`config.mk`:
```
export PLATFORM = sky130hd
export DESIGN_NAME = swm_cell
export DESIGN_NICKNAME = d
export VERILOG_FILES = /design/src/design/swm_pkg.sv /design/src/design/swm_cell.sv
export SDC_FILE = /design/constraint.sdc
export NUM_CORES = 1
export LEC_CHECK = 0
export ABC_AREA = 1
export BUFFER_PORTS_ARGS = -buffer_cell sky130_fd_sc_hd__buf_2
export CORE_MARGIN = 10
export CORE_UTILIZATION = 45
export CTS_CLUSTER_DIAMETER = 200
export DETAILED_ROUTE_END_ITERATION = 8
export PLACE_DENSITY = 0.8
export SLEW_MARGIN = 10
export SYNTH_ARGS = -nofsm -noshare
export SYNTH_HDL_FRONTEND = slang
export SYNTH_SLANG_ARGS = --single-unit
```
`constraint.sdc`:
```
create_clock -name clk -period 4.14 [get_ports clk]
set_input_delay 0.207 -clock clk [delete_from_list [all_inputs] [get_ports clk]]
set_output_delay 0.207 -clock clk [all_outputs]
set_load 0.1 [all_outputs]
```
`src/design/swm_pkg.sv`:
```
// shared types for the sliding window maximum block
// no dependencies; imported by swm_cell and sliding_window_maximum
`default_nettype none

package swm_pkg;

  // per-cycle command broadcast to every candidate cell
  typedef struct packed {
    logic en;     // cells update this cycle
    logic shift;  // take the right neighbor's entry (front expired)
    logic ins;    // insert the pending sample
    logic clear;  // end of array: invalidate every entry
  } cell_ctl_t;

endpackage

`default_nettype wire

```
`src/design/swm_cell.sv`:
```
// one candidate cell of the monotonic queue: value, position, valid
// depends on swm_pkg for the broadcast command struct
`default_nettype none

module swm_cell #(
  parameter int DATA_WIDTH = 32,
  parameter int POS_W      = 7
) (
  input  logic                         clk,
  input  logic                         rst_n,
  input  swm_pkg::cell_ctl_t           ctl,
  input  logic signed [DATA_WIDTH-1:0] smp_val,
  input  logic        [POS_W-1:0]      smp_pos,
  input  logic signed [DATA_WIDTH-1:0] rt_val,
  input  logic        [POS_W-1:0]      rt_pos,
  input  logic                         rt_vld,
  input  logic                         lf_keep,
  output logic signed [DATA_WIDTH-1:0] cur_val,
  output logic        [POS_W-1:0]      cur_pos,
  output logic                         cur_vld,
  output logic                         keep,
  output logic signed [DATA_WIDTH-1:0] nxt_val
);
  import swm_pkg::*;

  logic signed [DATA_WIDTH-1:0] val_r, val_nxt, src_val;
  logic        [POS_W-1:0]      pos_r, pos_nxt, src_pos;
  logic                         vld_r, vld_nxt, src_vld;

  always_comb begin
    src_val = ctl.shift ? rt_val : val_r;
    src_pos = ctl.shift ? rt_pos : pos_r;
    src_vld = ctl.shift ? rt_vld : vld_r;
    keep    = src_vld && (src_val > smp_val);
    val_nxt = src_val;
    pos_nxt = src_pos;
    vld_nxt = src_vld;
    if (ctl.ins) begin
      if (!keep) begin
        if (lf_keep) begin
          val_nxt = smp_val;
          pos_nxt = smp_pos;
          vld_nxt = 1'b1;
        end else begin
          vld_nxt = 1'b0;
        end
      end
    end
    if (ctl.clear) begin
      vld_nxt = 1'b0;
    end
  end

  always_ff @(posedge clk) begin
    if (!rst_n) begin
      vld_r <= 1'b0;
    end else if (ctl.en) begin
      vld_r <= vld_nxt;
    end
  end

  always_ff @(posedge clk) begin
    if (ctl.en) begin
      val_r <= val_nxt;
      pos_r <= pos_nxt;
    end
  end

  assign cur_val = val_r;
  assign cur_pos = pos_r;
  assign cur_vld = vld_r;
  assign nxt_val = val_nxt;

endmodule

`default_nettype wire

```
# Word-level counts from Yosys, hierarchy flattened
# Index checks and enable logic that the tools add are counted.
dict set report totals {
  reg_bits 40
  input_bits 86
  output_inout_bits 73
  word_cells 18
}
dict set report classes {
  n_lt_le_gt_ge 1
  n_mux 13
  reduce_logical 1
}
# operator n
set ops {}
lappend ops {{$mux 32} 4}
lappend ops {{$gt 32x32->1} 1}
lappend ops {{$mux 7} 4}
lappend ops {{$mux 1} 5}
lappend ops {{$logic_and 1x1->1} 1}

# Longest topological paths before layout
# Gate-level depths: netlist of the first run.
dict set report logic_depth {
  ltp_word 6
  ltp_mapped 23
  mapped_depth_nobuf 20
}

# Worst setup path after synthesis of the first run
# Ideal clock, no wire load.
dict set report synth_timing {
  path_type {register to register}
  startpoint {register val_r[31] (netlist: cur_val[31])}
  endpoint {register val_r[10] (netlist: cur_val[10]) (data pin)}
  setup_time_ns 0.624
  t_arrival_ns 4.649
  required_ns 3.516
  setup_slack_ns -1.133
  stages_incl_launch_ff 16
  path_buffers 1
  synth_period_minus_slack_ns 5.273
  cell_sequence {edfxtp_1 > mux2_2 > ha_1 > nand2_2 > nor2_4 > nand2_2 > nor2_2 > nand2_1 > o21ai_2 > nor2_1 > nand2_1 > nand2_1 > nand3_2 > nand3_4 > clkbuf_2 > o21ai_0}
}
dict set report synth_between {
  elab_chain_cells 5
}
# element line
set synth_lines {}
lappend synth_lines {{start, declared} swm_cell.sv:26} ;# logic signed [DATA_WIDTH-1:0] val_r, val_nxt, src_val;
lappend synth_lines {{start signal, assigned} swm_cell.sv:64} ;# val_r <= val_nxt;
lappend synth_lines {{$mux 32} swm_cell.sv:31} ;# src_val = ctl.shift ? rt_val : val_r;
lappend synth_lines {{$gt 32x32->1} swm_cell.sv:34} ;# keep = src_vld && (src_val > smp_val);
lappend synth_lines {{$logic_and 1x1->1} swm_cell.sv:34}
lappend synth_lines {{$mux 32} swm_cell.sv:39} ;# if (!keep) begin
lappend synth_lines {{$mux 32} swm_cell.sv:38} ;# if (ctl.ins) begin
lappend synth_lines {{net nxt_val[10]} swm_cell.sv:22} ;# output logic signed [DATA_WIDTH-1:0] nxt_val
# The timed path passes the listed nets, and every way through them passes these cells.
# A chain may end at the register's enable or synchronous reset.

# Final worst setup path of the first run
dict set report layout_timing {
  startpoint {register val_r[31] (netlist: cur_val[31])}
  endpoint {output port nxt_val[13]}
}
dict set report layout_between {
  elab_chain_cells 5
}
# element line
set layout_lines {}
lappend layout_lines {{$mux 32} swm_cell.sv:31}
lappend layout_lines {{$gt 32x32->1} swm_cell.sv:34}
lappend layout_lines {{$logic_and 1x1->1} swm_cell.sv:34}
lappend layout_lines {{$mux 32} swm_cell.sv:39}
lappend layout_lines {{$mux 32} swm_cell.sv:38}
lappend layout_lines {{end, declared} swm_cell.sv:22}
# Every way passes these cells.

==> results of run 1 <==
## flip-flops by register name (all words and copies together), names as in the netlist
register	count
cur_pos	7
cur_val	32
cur_vld	1
## cells by family after synthesis
group | count (synthesis) | share of synthesized area [%]
mux | 39 | 14.0
compound gates | 62 | 11.9
fa+ha+maj | 32 | 12.8
flops | 40 | 38.0
buf+inv | 64 | 9.10
simple gates | 96 | 14.3
## power groups by stage
stage | clock (mW) | combinational, mW | sequential (mW)
floorplan | 0 | 0.543 | 0.786
global placement | 0 | 1.11 | 0.518
detailed placement | 0 | 1.13 | 0.521
CTS | 0.464 | 1.13 | 0.512
global route | 0.476 | 1.18 | 0.517
finish | 0.454 | 1.12 | 0.511
## worst min-delay path: stages
cell	delay, ns
buf_2	0.09
inv_1	0.04
a21oi_1	0.03
## stage by stage
stage               setup slack, ns  hold WS [ns]  total power, mW
floorplan                    -0.228         0.316             1.33
CTS                           0.620         0.107             2.11
finish                        0.655         0.112             2.09
detailed placement            0.679         0.430             1.65
global placement              0.805         0.425             1.63
global route                  0.408         0.133             2.17
## worst paths after layout
check | end | slack [ns] | cells after the start
max | nxt_val[13] | 0.66 | 16
min | cur_vld | 0.11 | 3
max reg2reg | cur_val[13] | 1.18 | 15
min reg2reg | cur_vld | 0.48 | 2
## layout make-up
class / count / area share [%]
Multi-Input combinational cell: 229 / 35.8
Timing Repair Buffer: 162 / 28.5
Sequential cell: 40 / 25.6
Inverter: 51 / 4.11
Tap cell: 96 / 2.58
Clock inverter: 3 / 1.94
Clock buffer: 5 / 1.48
## cells in the mapped netlist, drive strengths merged (3+ instances only)
cell type	n	area share (%)
nand2	72	9.9
inv	51	6.1
o21ai	44	8.7
edfxtp	39	37
mux2	38	14
ha	32	13
a21oi	14	2.2
nor2	11	1.6
buf	10	2.6
nand3	6	1.5
nor3	4	0.64
clkbuf	3	0.44
nand4	3	0.60
## per-layer routing
layer	vias to the layer above	share of wire, %
met2	112	52
met5	-	0
met1	1289	37
met3	12	9.8
met4	0	1.8
li1	1443	-
==> results.sh, run 1 <==
export IMPL_fraction_of_the_core_area_covered_by_cells_at_the_end_of_the_flow_pct=68.5
export IMPL_post_synth_top_flop="edfxtp_1"
export IMPL_syn_area_sq_um=3140
export IMPL_power_density_cell_area_nw_per_um2=449
export IMPL_met3_capacity_usage_during_global_routing_pct=6.25
export IMPL_setup_total_negative_slack_ns=0
export IMPL_end_kind="output pin"
export IMPL_routed_wirelength_um=9140
export IMPL_post_route_cell_area_sq_um=4650
export IMPL_grt_busiest_layer="met2"
export IMPL_drtIter0Drc=91
export IMPL_critical_path_max_fanout=30
export IMPL_global_route_overflow_total=0
export IMPL_use_met2_pct=31.0
export IMPL_clock_sinks=40
export IMPL_sw_frac_of_total_pct=46.6
export IMPL_detailed_place_hpwl_um=7560
export IMPL_synth_seq_area_share_pct=38.0
export IMPL_antenna_cells=0
export IMPL_clock_transition_at_the_register_clock_pins_on_the_worst_setup_and_hold_paths_after_cts_ns=0.09
export IMPL_gr_usage_all_layers_pct=16.7
export IMPL_critical_path_reg2reg_startpoint="cur_val[31]"
export IMPL_worst_path_most_repeated_cell="nand2_1"
export IMPL_detail_route_vias_per_cell=4.87
export IMPL_postPlaceCellArea_sq_um=4500
export IMPL_finalCriticalPeriod_ns=3.48
export IMPL_worstSkewPairLatency_ns=0.30
export IMPL_clock_tree_htree_level_count=2
export IMPL_final_cells=586
export IMPL_place_congestion=0.802
export IMPL_area_delta_synth_final_pct=48.4
export IMPL_cpPeakStageDelay_ns=0.40
export IMPL_crit_family="simple AND/OR/NAND/NOR gates"
export IMPL_core_region_area_sq_um=6790
export IMPL_path_class_of_the_lowest_slack_min_delay_path="in2reg"
export IMPL_synth_seq_cells=40
export IMPL_min_period_over_period_pct=84.2
export IMPL_max_cap_violations=0
export IMPL_fin_skew_ns=0.00827
export IMPL_multi_input_comb_area_sq_um=1670
export IMPL_power_frac_clock_pct=21.7
export IMPL_status="finished, final reports clean"
export IMPL_gr_usage_met1_pct=17.0
export IMPL_grt_pass1_wl_um=14000
export IMPL_timing_hold_worst_start="rst_n"
export IMPL_postSynth_asyncResetShare_pct=0
export IMPL_ioPinCount=159
export IMPL_maximum_number_of_pins_on_one_net_before_global_route_repair=42
export IMPL_critical_path_n_buffers_inverters=2
export IMPL_sequence_of_cells_on_the_critical_path="mux2_2 > ha_1 > nand2_2 > nor2_4 > nand2_2 > nor2_2 > nand2_1 > o21ai_2 > nor2_1 > nand2_1 > nand2_1 > nand3_2 > nand3_4 > buf_12 > o21ai_1 > buf_12"
export IMPL_crit_path_start="cur_val[31]"
export IMPL_dp_cells=578
export IMPL_worst_vdd_rail_ir_drop_v=0.000225
export IMPL_average_cell_area_after_synthesis_sq_um=9.42
export IMPL_max_slew_margin_rel_pct=34.3
export IMPL_postCtsSetupBuffers=0
export IMPL_class_of_the_most_critical_setup_path="reg2out"
export IMPL_netSwitchingPower_mw=0.974
export IMPL_rsz_0062_raised_after_global_routing="false"
export IMPL_postCtsResizedCells=0
export IMPL_final_cell_mix="buf_2, nand2_1, inv_1"
export IMPL_antenna_violations_before_repair=0
export IMPL_p_seq_share_pct=24.5
export IMPL_floorplan_rows=30
export IMPL_netlist_cell_type_count=30
export IMPL_routed_via_count=2856
export IMPL_synth_edff_count=39
export IMPL_initial_utilization_pct=46.2
export IMPL_cts_hold_fix_buffers=0
export IMPL_syn_nets=451
export IMPL_hold_viol_final=0
export IMPL_io_buf_count=158
export IMPL_finalSetupViolations=0
export IMPL_finish_net_count=607
export IMPL_ys_warnings_count=0
export IMPL_p_int_mw=1.11
export IMPL_fill_cells=544
export IMPL_p_leak_nw=2.32
export IMPL_tritoncts="built"
export IMPL_critPathSlowestCell="edfxtp_1"
export IMPL_layout_commonest_cell="buf_2"
export IMPL_clock_path_buffers=2
export IMPL_clock_tree_root_cell="clkbuf_8"
export IMPL_detailedRoute_firstPassIterationCount=4
export IMPL_slew_viol_final=0
export IMPL_antenna_left=0
export IMPL_tightest_slew_ns=0.986
export IMPL_arrival_ns=3.28
export IMPL_die_y_um=103
export IMPL_critPathRequiredTime_ns=3.93
export IMPL_cts_inserted_buffers=5
export IMPL_ff_latch_area_sq_um=1190
export IMPL_drive_gt1_share_pct=49.8
export IMPL_setup_worst_path_start_class="flop"
export IMPL_die_area_sq_um=10700
export IMPL_number_of_global_route_vias_before_repair=2927
export IMPL_p_comb_share_pct=53.8
export IMPL_clock_fmax_mhz=287
export IMPL_synth_cells=333
export IMPL_average_detailed_routed_wire_length_per_instance_um=15.6
export IMPL_drt_drc_violations_left=0
export IMPL_floorplan_die_width_um=103
Power figures use the tool's default switching activity.
==> inputs of run 2 (changes only) <==
ABC_AREA = 0   (was 1)
CORE_UTILIZATION = 42   (was 45)
PLACE_DENSITY = 0.79   (was 0.8)
clock period = 2.91 ns   (was 4.14 ns; I/O delays follow)
==> run 2 against run 1 <==
Net effect:
- the flow now finishes with violations (setup timing)
- flip-flop and latch count did not move
- largest power group unchanged
- count of clock-buffer cells in the layout did not move
- largest cell class unchanged
- global-route usage rose by 1.5 points
- worst setup slack got worse by 1.2 ns
- cell count fell by 5.3%
- highest routed layer is now met5
- critical endpoint unchanged
==> results.sh, run 2 <==
export IMPL_status="finished with violations"
export IMPL_violated_checks="setup timing"
export IMPL_power_density_cell_area_nw_per_um2=615
export IMPL_drt_drc_violations_left=0
export IMPL_hold_viol_final=0
export IMPL_synth_cells=254
export IMPL_synth_seq_area_share_pct=37.9
export IMPL_average_detailed_routed_wire_length_per_instance_um=19.7
export IMPL_floorplan_rows=31
export IMPL_synth_area_leader_cell="edfxtp_1"
export IMPL_layout_setup_ws_ns=-0.537
export IMPL_detail_route_vias_per_cell=5.12
export IMPL_clock_path_buffers=2
export IMPL_netlist_cell_type_count=38
export IMPL_main_area_contributors_after_synthesis="edfxtp_1, mux2_2, ha_1, mux2_4, inv_1"
export IMPL_finalCriticalPeriod_ns=3.45
export IMPL_end_kind="output pin"
export IMPL_p_seq_share_pct=22.0
export IMPL_area_delta_synth_final_pct=75.1
export IMPL_synth_cells_most_frequent="mux2_2, edfxtp_1, ha_1, inv_1, mux2_4"
export IMPL_fin_skew_ns=0.00817
export IMPL_hold_path_depth=2
export IMPL_slew_viol_final=0
export IMPL_maximum_number_of_pins_on_one_net_before_global_route_repair=24
export IMPL_sw_frac_of_total_pct=48.3
export IMPL_gr_usage_all_layers_pct=18.3
export IMPL_clock_fmax_mhz=290
export IMPL_clock_tree_root_cell="clkbuf_8"
export IMPL_synth_edff_count=39
export IMPL_arrival_ns=3.30
export IMPL_syn_nets=372
export IMPL_max_slew_margin_rel_pct=61.3
export IMPL_class_of_the_most_critical_setup_path="reg2out"
export IMPL_sequence_of_cells_on_the_critical_path="mux2_4 > ha_4 > a21oi_2 > o21ai_1 > a22o_1 > or4_4 > or3_4 > nand2_8 > buf_12 > mux2_4 > buf_12"
export IMPL_p_comb_share_pct=64.0
export IMPL_detailed_place_hpwl_um=8630
export IMPL_cpPeakStageDelay_ns=0.43
export IMPL_worst_r2r_endpoint="cur_pos[2]"
export IMPL_routed_wirelength_um=10900
export IMPL_ioPinCount=159
export IMPL_worstSkewPairLatency_ns=0.30
export IMPL_die_y_um=106
export IMPL_path_class_of_the_lowest_slack_min_delay_path="in2reg"
export IMPL_grt_pass1_wl_um=16700
export IMPL_largest_register_ffs=32
export IMPL_detailedRoute_firstPassIterationCount=4
export IMPL_final_cell_mix="buf_2, mux2_4, edfxtp_1"
export IMPL_initial_utilization_pct=43.3
export IMPL_worstSetupPathDepth=11
export IMPL_timing_hold_worst_start="rst_n"
export IMPL_maxUsedRoutingLayer="met5"
export IMPL_global_route_overflow_total=0
export IMPL_max_cap_violations=0
export IMPL_p_int_mw=1.75
export IMPL_power_frac_clock_pct=14.0
export IMPL_floorplan_die_width_um=106
export IMPL_antenna_left=0
export IMPL_clock_sinks=40
export IMPL_fin_hold_ws_ns=0.0825
export IMPL_crit_family="simple AND/OR/NAND/NOR gates"
export IMPL_drive_gt1_share_pct=69.7
export IMPL_cts_inserted_buffers=5
export IMPL_finalSetupViolations=72
export IMPL_post_route_cell_area_sq_um=5500
export IMPL_min_period_over_period_pct=118
export IMPL_routedLengthMet1_um=4030
export IMPL_hold_path_end="cur_vld"
export IMPL_place_congestion=0.761
export IMPL_met2_routed_length_um=5560
export IMPL_p_leak_nw=2.59
export IMPL_average_cell_area_after_synthesis_sq_um=12.4
export IMPL_clock_transition_at_the_register_clock_pins_on_the_worst_setup_and_hold_paths_after_cts_ns=0.09
export IMPL_ys_warnings_count=0
export IMPL_antenna_violations_before_repair=2
export IMPL_setup_total_negative_slack_ns=-23.08
export IMPL_die_area_sq_um=11300
export IMPL_post_synth_top_flop="edfxtp_1"
export IMPL_synth_top_area_share_pct=37.3
export IMPL_synthMostInstantiatedCell="mux2_2"
export IMPL_layout_commonest_cell="buf_2"
export IMPL_critPathSlowestCell="or4_4"
export IMPL_core_region_area_sq_um=7250
export IMPL_ff2ff_setup_slack_ns=-0.37
export IMPL_number_of_global_route_vias_before_repair=3178
export IMPL_syn_area_sq_um=3140
export IMPL_synth_seq_cells=40
export IMPL_rsz_0062_raised_after_global_routing="true"
export IMPL_setup_worst_path_start_class="flop"
export IMPL_fraction_of_the_core_area_covered_by_cells_at_the_end_of_the_flow_pct=75.8
export IMPL_tritoncts="built"
export IMPL_io_buf_count=158
export IMPL_critical_path_max_fanout=10
export IMPL_tightest_slew_ns=0.580
export IMPL_drtIter0Drc=87
export IMPL_critPathRequiredTime_ns=2.76
export IMPL_worstRegToRegCells=12
export IMPL_postPlaceCellArea_sq_um=5060
export IMPL_critical_path_n_buffers_inverters=2
export IMPL_routed_via_count=2843
export IMPL_route_met3_wl_um=1170
export IMPL_netSwitchingPower_mw=1.63
export IMPL_clock_tree_htree_level_count=2
export IMPL_postSynth_asyncResetShare_pct=0
export IMPL_critical_path_reg2reg_startpoint="cur_val[23]"
export IMPL_worst_vdd_rail_ir_drop_v=0.000441
export IMPL_finish_net_count=572
## run 2: layout make-up
| cell class | count | area, sq um |
|---|---|---|
| repair buffers | 201 | 1750 |
| clock buffers | 5 | 68.8 |
| clock inverters | 3 | 42.5 |
| diodes | 1 | 2.50 |
| flip-flops and latches | 40 | 1190 |
| well taps | 99 | 124 |
| multi-input cells | 174 | 2200 |
| inverters | 32 | 120 |
| fillers | 470 | 1760 |
## run 2: metrics by stage
stage               setup WS (ns)  total power [mW]  instances
floorplan                  -0.850              2.21        254
global placement           -0.414              2.78        531
detailed placement         -0.454              2.82        531
CTS                        -0.554              3.36        549
global route               -0.636              3.50        555
finish                     -0.537              3.38        555
## run 2: power by group through the flow
stage | Combinational (mW) | Clock (mW) | Sequential (mW)
after global placement | 2.03 | 0 | 0.754
after CTS | 2.13 | 0.485 | 0.745
final | 2.16 | 0.473 | 0.744
after detailed placement | 2.06 | 0 | 0.759
after global routing | 2.25 | 0.506 | 0.753
after floorplan | 1.03 | 0 | 1.18
## run 2: worst reg2reg max path, cell delays in order (launching register included)
cell,delay [ns]
edfxtp_1,0.40
mux2_4,0.30
ha_4,0.23
a21oi_2,0.13
o21ai_1,0.08
a22o_1,0.24
or4_4,0.43
or3_4,0.38
nand2_8,0.14
clkbuf_16,0.18
buf_4,0.13
buf_6,0.12
mux2_4,0.29
## run 2: logic make-up after synthesis
kind of cell / synth area share (%)
AO/OA/AOI/OAI: 6.45
adder cells (fa/ha/maj): 12.7
buffers and inverters: 6.29
flip-flops: 37.9
multiplexers: 30.3
AND/OR/NAND/NOR: 6.29
## run 2: worst max-delay path by stage
stage,from,to,slack (ns)
final,cur_val[23],nxt_val[13],-0.54
after floorplan,cur_val[23],cur_val[17],-0.85
after global placement,ctl[2],nxt_val[10],-0.41
after global routing,cur_val[23],nxt_val[25],-0.64
after CTS,cur_val[23],nxt_val[11],-0.55
after detailed placement,ctl[2],nxt_val[13],-0.45
## run 2: timing repair
| item | in CTS | in global routing |
|---|---|---|
| setup buffers | 8 | 6 |
| endpoints found under the setup margin | 72 | 73 |
| hold buffers | 0 | 0 |
| resized for setup | 16 | 14 |
| gates cloned | 2 | 1 |
| pin swaps | 5 | 3 |
## run 2: metal layers
layer | vias up | global-route usage, %
met2 | 129 | 33.3
met5 | - | 0
met3 | 12 | 8.03
li1 | 1356 | -
met1 | 1344 | 18.8
met4 | 2 | 4.26
